$ cat src/rtl/point_add_range_sum_tree_defines.svh
// Assertion macros for the point-add range-sum tree.
`ifndef POINT_ADD_RANGE_SUM_TREE_DEFINES_SVH
`define POINT_ADD_RANGE_SUM_TREE_DEFINES_SVH

// Check a property on every rising clock edge outside reset.
`define PARS_ASSERT(label, prop, msg) \
	label: assert property (@(posedge clk) disable iff (!arst_n) prop) else $error(msg);

// Check that a condition is followed by a result in the next cycle.
`define PARS_ASSERT_NEXT(label, pre, post, msg) \
	label: assert property (@(posedge clk) disable iff (!arst_n) (pre) |=> (post)) else $error(msg);

`endif

$ cat src/rtl/pars_pkg.sv
// Shared types and constants of the point-add range-sum tree.
`default_nettype none

package pars_pkg;

	localparam logic FUNC_ADD   = 1'b0;
	localparam logic FUNC_QUERY = 1'b1;

	localparam int POS_W = 11;
	localparam int AMT_W = 32;
	localparam int SUM_W = 64;

	typedef enum logic [3:0] {
		ST_CLEAR,
		ST_IDLE,
		ST_ADD_RD,
		ST_ADD_WR,
		ST_Q_TEST,
		ST_Q_LACC,
		ST_Q_R,
		ST_Q_RACC,
		ST_Q_DONE
	} pars_state_t;

	typedef enum logic [1:0] {
		RD_NODE,
		RD_LEFT,
		RD_RIGHT
	} rd_sel_t;

	typedef struct packed {
		logic    clr_we;
		logic    in_rdy;
		logic    rd_en;
		rd_sel_t rd_sel;
		logic    add_wr;
		logic    l_acc;
		logic    r_dec;
		logic    r_acc;
		logic    shift;
		logic    res_load;
	} pars_cmd_t;

	typedef struct packed {
		logic clr_last;
		logic op_valid;
		logic op_func;
		logic add_ok;
		logic query_ok;
		logic node_root;
		logic l_lt_r;
		logic l_odd;
		logic r_odd;
		logic out_free;
	} pars_stat_t;

endpackage

`default_nettype wire

$ cat src/rtl/pars_ctrl.sv
// Controller state machine of the point-add range-sum tree.
`default_nettype none

module pars_ctrl (
	input  wire                 clk,
	input  wire                 arst_n,
	input  pars_pkg::pars_stat_t stat,
	output pars_pkg::pars_cmd_t  cmd
);
	import pars_pkg::*;

	pars_state_t state_q;
	pars_state_t state_d;

	always_ff @(posedge clk or negedge arst_n) begin
		if (!arst_n) begin
			state_q <= ST_CLEAR;
		end else begin
			state_q <= state_d;
		end
	end

	always_comb begin
		state_d = state_q;
		case (state_q)
			ST_CLEAR: begin
				if (stat.clr_last) state_d = ST_IDLE;
			end
			ST_IDLE: begin
				if (stat.op_valid) begin
					if (stat.op_func == FUNC_ADD) begin
						state_d = stat.add_ok ? ST_ADD_RD : ST_IDLE;
					end else begin
						state_d = stat.query_ok ? ST_Q_TEST : ST_Q_DONE;
					end
				end
			end
			ST_ADD_RD: state_d = ST_ADD_WR;
			ST_ADD_WR: state_d = stat.node_root ? ST_IDLE : ST_ADD_RD;
			ST_Q_TEST: begin
				if (!stat.l_lt_r) state_d = ST_Q_DONE;
				else if (stat.l_odd) state_d = ST_Q_LACC;
				else state_d = ST_Q_R;
			end
			ST_Q_LACC: state_d = ST_Q_R;
			ST_Q_R: state_d = stat.r_odd ? ST_Q_RACC : ST_Q_TEST;
			ST_Q_RACC: state_d = ST_Q_TEST;
			ST_Q_DONE: begin
				if (stat.out_free) state_d = ST_IDLE;
			end
			default: state_d = ST_CLEAR;
		endcase
	end

	always_comb begin
		cmd = '0;
		cmd.rd_sel = RD_NODE;
		case (state_q)
			ST_CLEAR: cmd.clr_we = 1'b1;
			ST_IDLE: cmd.in_rdy = 1'b1;
			ST_ADD_RD: begin
				cmd.rd_en  = 1'b1;
				cmd.rd_sel = RD_NODE;
			end
			ST_ADD_WR: cmd.add_wr = 1'b1;
			ST_Q_TEST: begin
				if (stat.l_lt_r && stat.l_odd) begin
					cmd.rd_en  = 1'b1;
					cmd.rd_sel = RD_LEFT;
				end
			end
			ST_Q_LACC: cmd.l_acc = 1'b1;
			ST_Q_R: begin
				if (stat.r_odd) begin
					cmd.rd_en  = 1'b1;
					cmd.rd_sel = RD_RIGHT;
					cmd.r_dec  = 1'b1;
				end else begin
					cmd.shift = 1'b1;
				end
			end
			ST_Q_RACC: cmd.r_acc = 1'b1;
			ST_Q_DONE: cmd.res_load = stat.out_free;
			default: cmd = '0;
		endcase
	end

endmodule

`default_nettype wire

$ cat config.mk
export PLATFORM = sky130hd
export DESIGN_NAME = pars_ctrl
export DESIGN_NICKNAME = d
export VERILOG_FILES = /design/src/rtl/point_add_range_sum_tree_defines.svh /design/src/rtl/pars_pkg.sv /design/src/rtl/pars_ctrl.sv
export SDC_FILE = /design/constraint.sdc
export NUM_CORES = 1
export LEC_CHECK = 0
export ABC_AREA = 1
export ABC_CLOCK_PERIOD_IN_PS = 1100
export BUFFER_PORTS_ARGS = -buffer_cell sky130_fd_sc_hd__buf_2
export CORE_AREA = 2 2 39 41
export CTS_CLUSTER_DIAMETER = 80
export CTS_CLUSTER_SIZE = 16
export DETAILED_ROUTE_END_ITERATION = 8
export DIE_AREA = 0 0 41 43
export GPL_ROUTABILITY_DRIVEN = 0
export PLACE_DENSITY_LB_ADDON = 0.25
export SLEW_MARGIN = 20
export SYNTH_ARGS = -nofsm -noshare
export SYNTH_HDL_FRONTEND = slang
export SYNTH_SLANG_ARGS = --single-unit
$ cat constraint.sdc
create_clock -name clk -period 1.1 [get_ports clk]
set_input_delay 0.165 -clock clk [delete_from_list [all_inputs] [get_ports clk]]
set_output_delay 0.165 -clock clk [all_outputs]
set_load 0.05 [all_outputs]
# After elaboration in Yosys (flattened, before gate mapping)

Cells that the tools add are included.

Register bits after elaboration: 4
Input bits: 12
Output and inout bits: 11
Word-level logic and storage cells: 39

Eq/ne operators: 11
Multiplexer cells: 24
Reductions and logical operators: 3

Operator list:

| operator             | number |
|---|---|
| $pmux W4 S9          | 1 |
| $mux W4              | 6 |
| $eq A4 B3 Y1 const B | 4 |
| $mux W1              | 10 |
| $pmux W3 S3          | 1 |
| $eq A4 B2 Y1 const B | 2 |
| $mux W2              | 4 |
| $mux W3              | 2 |
| $ne A2 B2 Y1 const B | 3 |
| $eq A4 B1 Y1 const B | 1 |
| $eq A4 B4 Y1 const B | 1 |
| $logic_not A4 Y1     | 1 |
| $reduce_and A3 Y1    | 1 |
| $logic_and A1 B1 Y1  | 1 |

# Logic depth before layout (Yosys ltp)

Word-level depth: 4
Mapped depth: 8
Mapped depth without buffers: 8

# Least setup slack after synthesis

No wires, ideal clock.

Kind: register to output
Start: reg state_q[0]
End: out cmd[0] (netlist name)
Arrival time: 1.818 ns
Path slack: -0.883 ns
Cell stages (with the launch flop): 4
Cell sequence: dfrtp_1 nor2_2 nand2_1 nor3_1

RTL lines:

| item                   | line            | text |
|---|---|---|
| from (decl)            | pars_ctrl.sv:12 | `pars_state_t state_q;` |
| from (signal assigned) | pars_ctrl.sv:19 | `state_q <= state_d;` |
| to (decl)              | pars_ctrl.sv:8  | `output pars_pkg::pars_cmd_t cmd` |

==> metrics.md <==
| Metric | Value |
|---|---|
| Initial antenna violation count | `0` |
| Largest registers | `state_q: 4 flops` |
| Inserted Clock Buffers | `3` |
| Clock Tree Root | `clkbuf_4` |
| Internal reg-to-reg setup slack | `-0.37 ns` |
| Reg2Reg Launch Point | `state_q[2]` |
| Final period util | `138.8%` |
| Row cnt | `14` |
| Synth unique cells | `19` |
| Hold crit path type | `input port to flip-flop` |
| Total track usage | `21.45%` |
| Syn. warnings | `0` |
| Clock net sink count | `4` |
| Antenna-violating nets left | `0` |
| Routed length on met1 | `678 µm` |
| # port buffers | `22` |
| DR top layer | `met4` |
| PwrDens | `around 3000 nW/µm²` |
| Seq/Total Area, Yosys | `21.11%` |
| H-tree depth | `1` |
| Via count | `673` |
| Largest fanout on the critical path | `4` |
| Max-slew violations | `0` |
| Clk_lat worst skew | `0.25 ns` |
| Initial core utilization | `34.27%` |
| Critical Path End | `cmd[8]` |
| # DRC | `0` |
| Pre-CTS setup slack | `-0.2517 ns` |
| Setup TNS | `-5.205 ns` |
| Reg with most FFs | `state_q` |
| Worst Max-Slew Pin Slew | `0.2254 ns` |
| Final setup viols | `15` |
| Worst setup startpoint | `state_q[2]` |
| Initial DRC Count | `8` |
| First-pass GRT wire length | `approximately 2600 µm` |
| Non-filler cells, final | `143` |
| Hold Vio Cnt, Final | `0` |
| Die ar. | `1763 µm²` |
| Critical Path AT | `1.36 ns` |
| LEAKAGE | `0.5271 nW` |
| Routed wl met3 | `89 µm` |
| Largest net degree at the start of global routing | `7` |
| Inst Count DP | `127` |
| CP endpoint kind | `primary output` |
| Fmax | `between 600 and 700 MHz` |
| Avg WL per Cell | `12.08 µm` |
| CP Launch Type | `flip-flop` |
| CTS tree | `done` |
| Clk pin slew, worst setup/hold paths | `0.04 ns` |
| Share of layout cells above drive strength 1 | `71.65%` |
| Reg-to-Reg End | `state_q[0]` |
| Drt via density | `4.706` |
| CP required | `0.94 ns` |
| Global route overflow | `0` |
| Max Cap Viol | `0` |
| Longest Clk Path Bufs | `2` |
| Failing checks | `setup timing` |
| Mapped Avg Cell Area | `6.159 µm²` |
| Post-layout worst setup margin | `-0.4265 ns` |
| Final Instance Area | `1066 µm²` |
| Flops & latches, synth | `4` |
| Critical path class | `flip-flop to primary output` |
| Final Skew | `approximately 0.017 ns` |
| Routed WL | `1727 µm` |
| Crit path time final | `1.526 ns` |
| Worst slew margin | `between 80% and 90%` |
| Number of nets in the layout | `140` |
| Post-DP HPWL | `1095 µm` |
| RSZ-0062 raised after global routing | `true` |
| Synthesized cell area | `474.2 µm²` |
| Layout area overhead | `124.8%` |
| Worst Reg-to-Reg Cells | `11` |
| Peak VDD IR | `2.024 mV` |
| Die width | `41 µm` |
| Vias in the first global route | `616` |
| I/O pin cnt | `23` |
| WL met2 | `~940 µm` |
| Drt pass-1 iters | `6` |
| Net Count, Synth | `89` |
| ANT cells | `0` |
| Post-Syn Instances | `77` |
| Max reg flops | `4` |
| Status | `finished with violations` |
| Core area | `1384 µm²` |
| Placed cell area | `758.2 µm²` |
| Die H | `43 µm` |
-- per-layer routing --
metal | vias to the layer above | global-route usage (%)
li1 | 335 | -
met1 | 305 | 25.32
met2 | 31 | 36.25
met3 | 2 | 5.236
met4 | 0 | 6.000
met5 | - | 0
-- what timing repair did --
item	4_1_cts	5_1_grt
hold buffers	1	0
setup endpoints to repair	15	15
gates resized for setup	41	13
pin swaps	3	9
hold endpoints to repair	4	0
buffers inserted	4	8
-- logic make-up after synthesis --
logic type             synth area share [%]
and+or+nand+nor                       56.20
AOI/OAI and AO/OA                     6.858
buffers and inverters                 15.83
DFF                                   21.11
-- where the power goes --
group          switching [W]  internal (W)  total [W]
combinational        0.00147       0.00125    0.00273
sequential          0.000119      0.000218   0.000337
clock              0.0000790      0.000137   0.000216
-- final cells by class --
cell class / count / area, µm²
clock buffer: 4 / 26.28
tap: 16 / 20.02
fill: 91 / 317.8
sequential: 4 / 103.9
multi-input combinational: 54 / 406.6
inverter: 18 / 91.34
timing repair buffer: 47 / 417.9
-- cell usage in the layout (no fill, tap or decap), types with 3 or more instances in the layout --
cell type	Yosys	routed
nor2_4	5	10
nand3_2	2	7
dfrtp_2	0	3
buf_2	0	11
buf_6	0	12
clkbuf_4	0	3
nor2_1	9	6
clkinvlp_4	0	3
inv_1	14	8
inv_2	3	4
nand2_2	3	5
buf_4	1	17
buf_8	0	6
nand2_1	14	11
-- worst max-delay path, cell delays in order (launching register included) --
cell and delay [ns]:
dfrtp_1 0.43, inv_2 0.08, nor2_4 0.13, nand2_2 0.10, nor2_4 0.13, nor2_4 0.05, clkinvlp_4 0.06, buf_8 0.13
-- worst min-delay path by stage --
stage                      end  cells past startpoint  slack [ns]    start
CTS                 state_q[2]                      3        0.22  stat[5]
floorplan           state_q[0]                      0       -0.13   arst_n
finish              state_q[2]                      3        0.21  stat[5]
global placement    state_q[2]                      1       -0.03   arst_n
global route        state_q[2]                      3        0.22  stat[5]
detailed placement  state_q[2]                      1       -0.03   arst_n
-- Yosys cell counts --
master | n | area [µm²]
nand3_2 | 2 | 20.02
inv_1 | 14 | 52.55
buf_4 | 1 | 7.510
o211ai_1 | 1 | 7.510
nor2_2 | 3 | 18.77
nand3_1 | 7 | 35.03
nand3b_1 | 2 | 15.01
clkinv_1 | 1 | 3.750
dfrtp_1 | 4 | 100.1
inv_2 | 3 | 11.26
o21ai_1 | 1 | 5.000
nor3_1 | 2 | 10.01
a21oi_1 | 3 | 15.01
or2_2 | 1 | 6.260
nand2_2 | 3 | 18.77
nor2_4 | 5 | 56.30
nand2_1 | 14 | 52.55
o21ai_0 | 1 | 5.000
nor2_1 | 9 | 33.78
-- per-stage QoR --
| step | power, W | util, % | hold slack [ns] |
|---|---|---|---|
| after floorplan | 0.001510 | - | -0.1306 |
| after global placement | 0.002035 | 54.79 | -0.03145 |
| after detailed placement | 0.002059 | 54.79 | -0.03010 |
| after CTS | 0.002733 | 68.81 | 0.2210 |
| after global routing | 0.003486 | 77.03 | 0.2177 |
| final | 0.003280 | 77.03 | 0.2107 |
(Power assumes the default switching activity.)
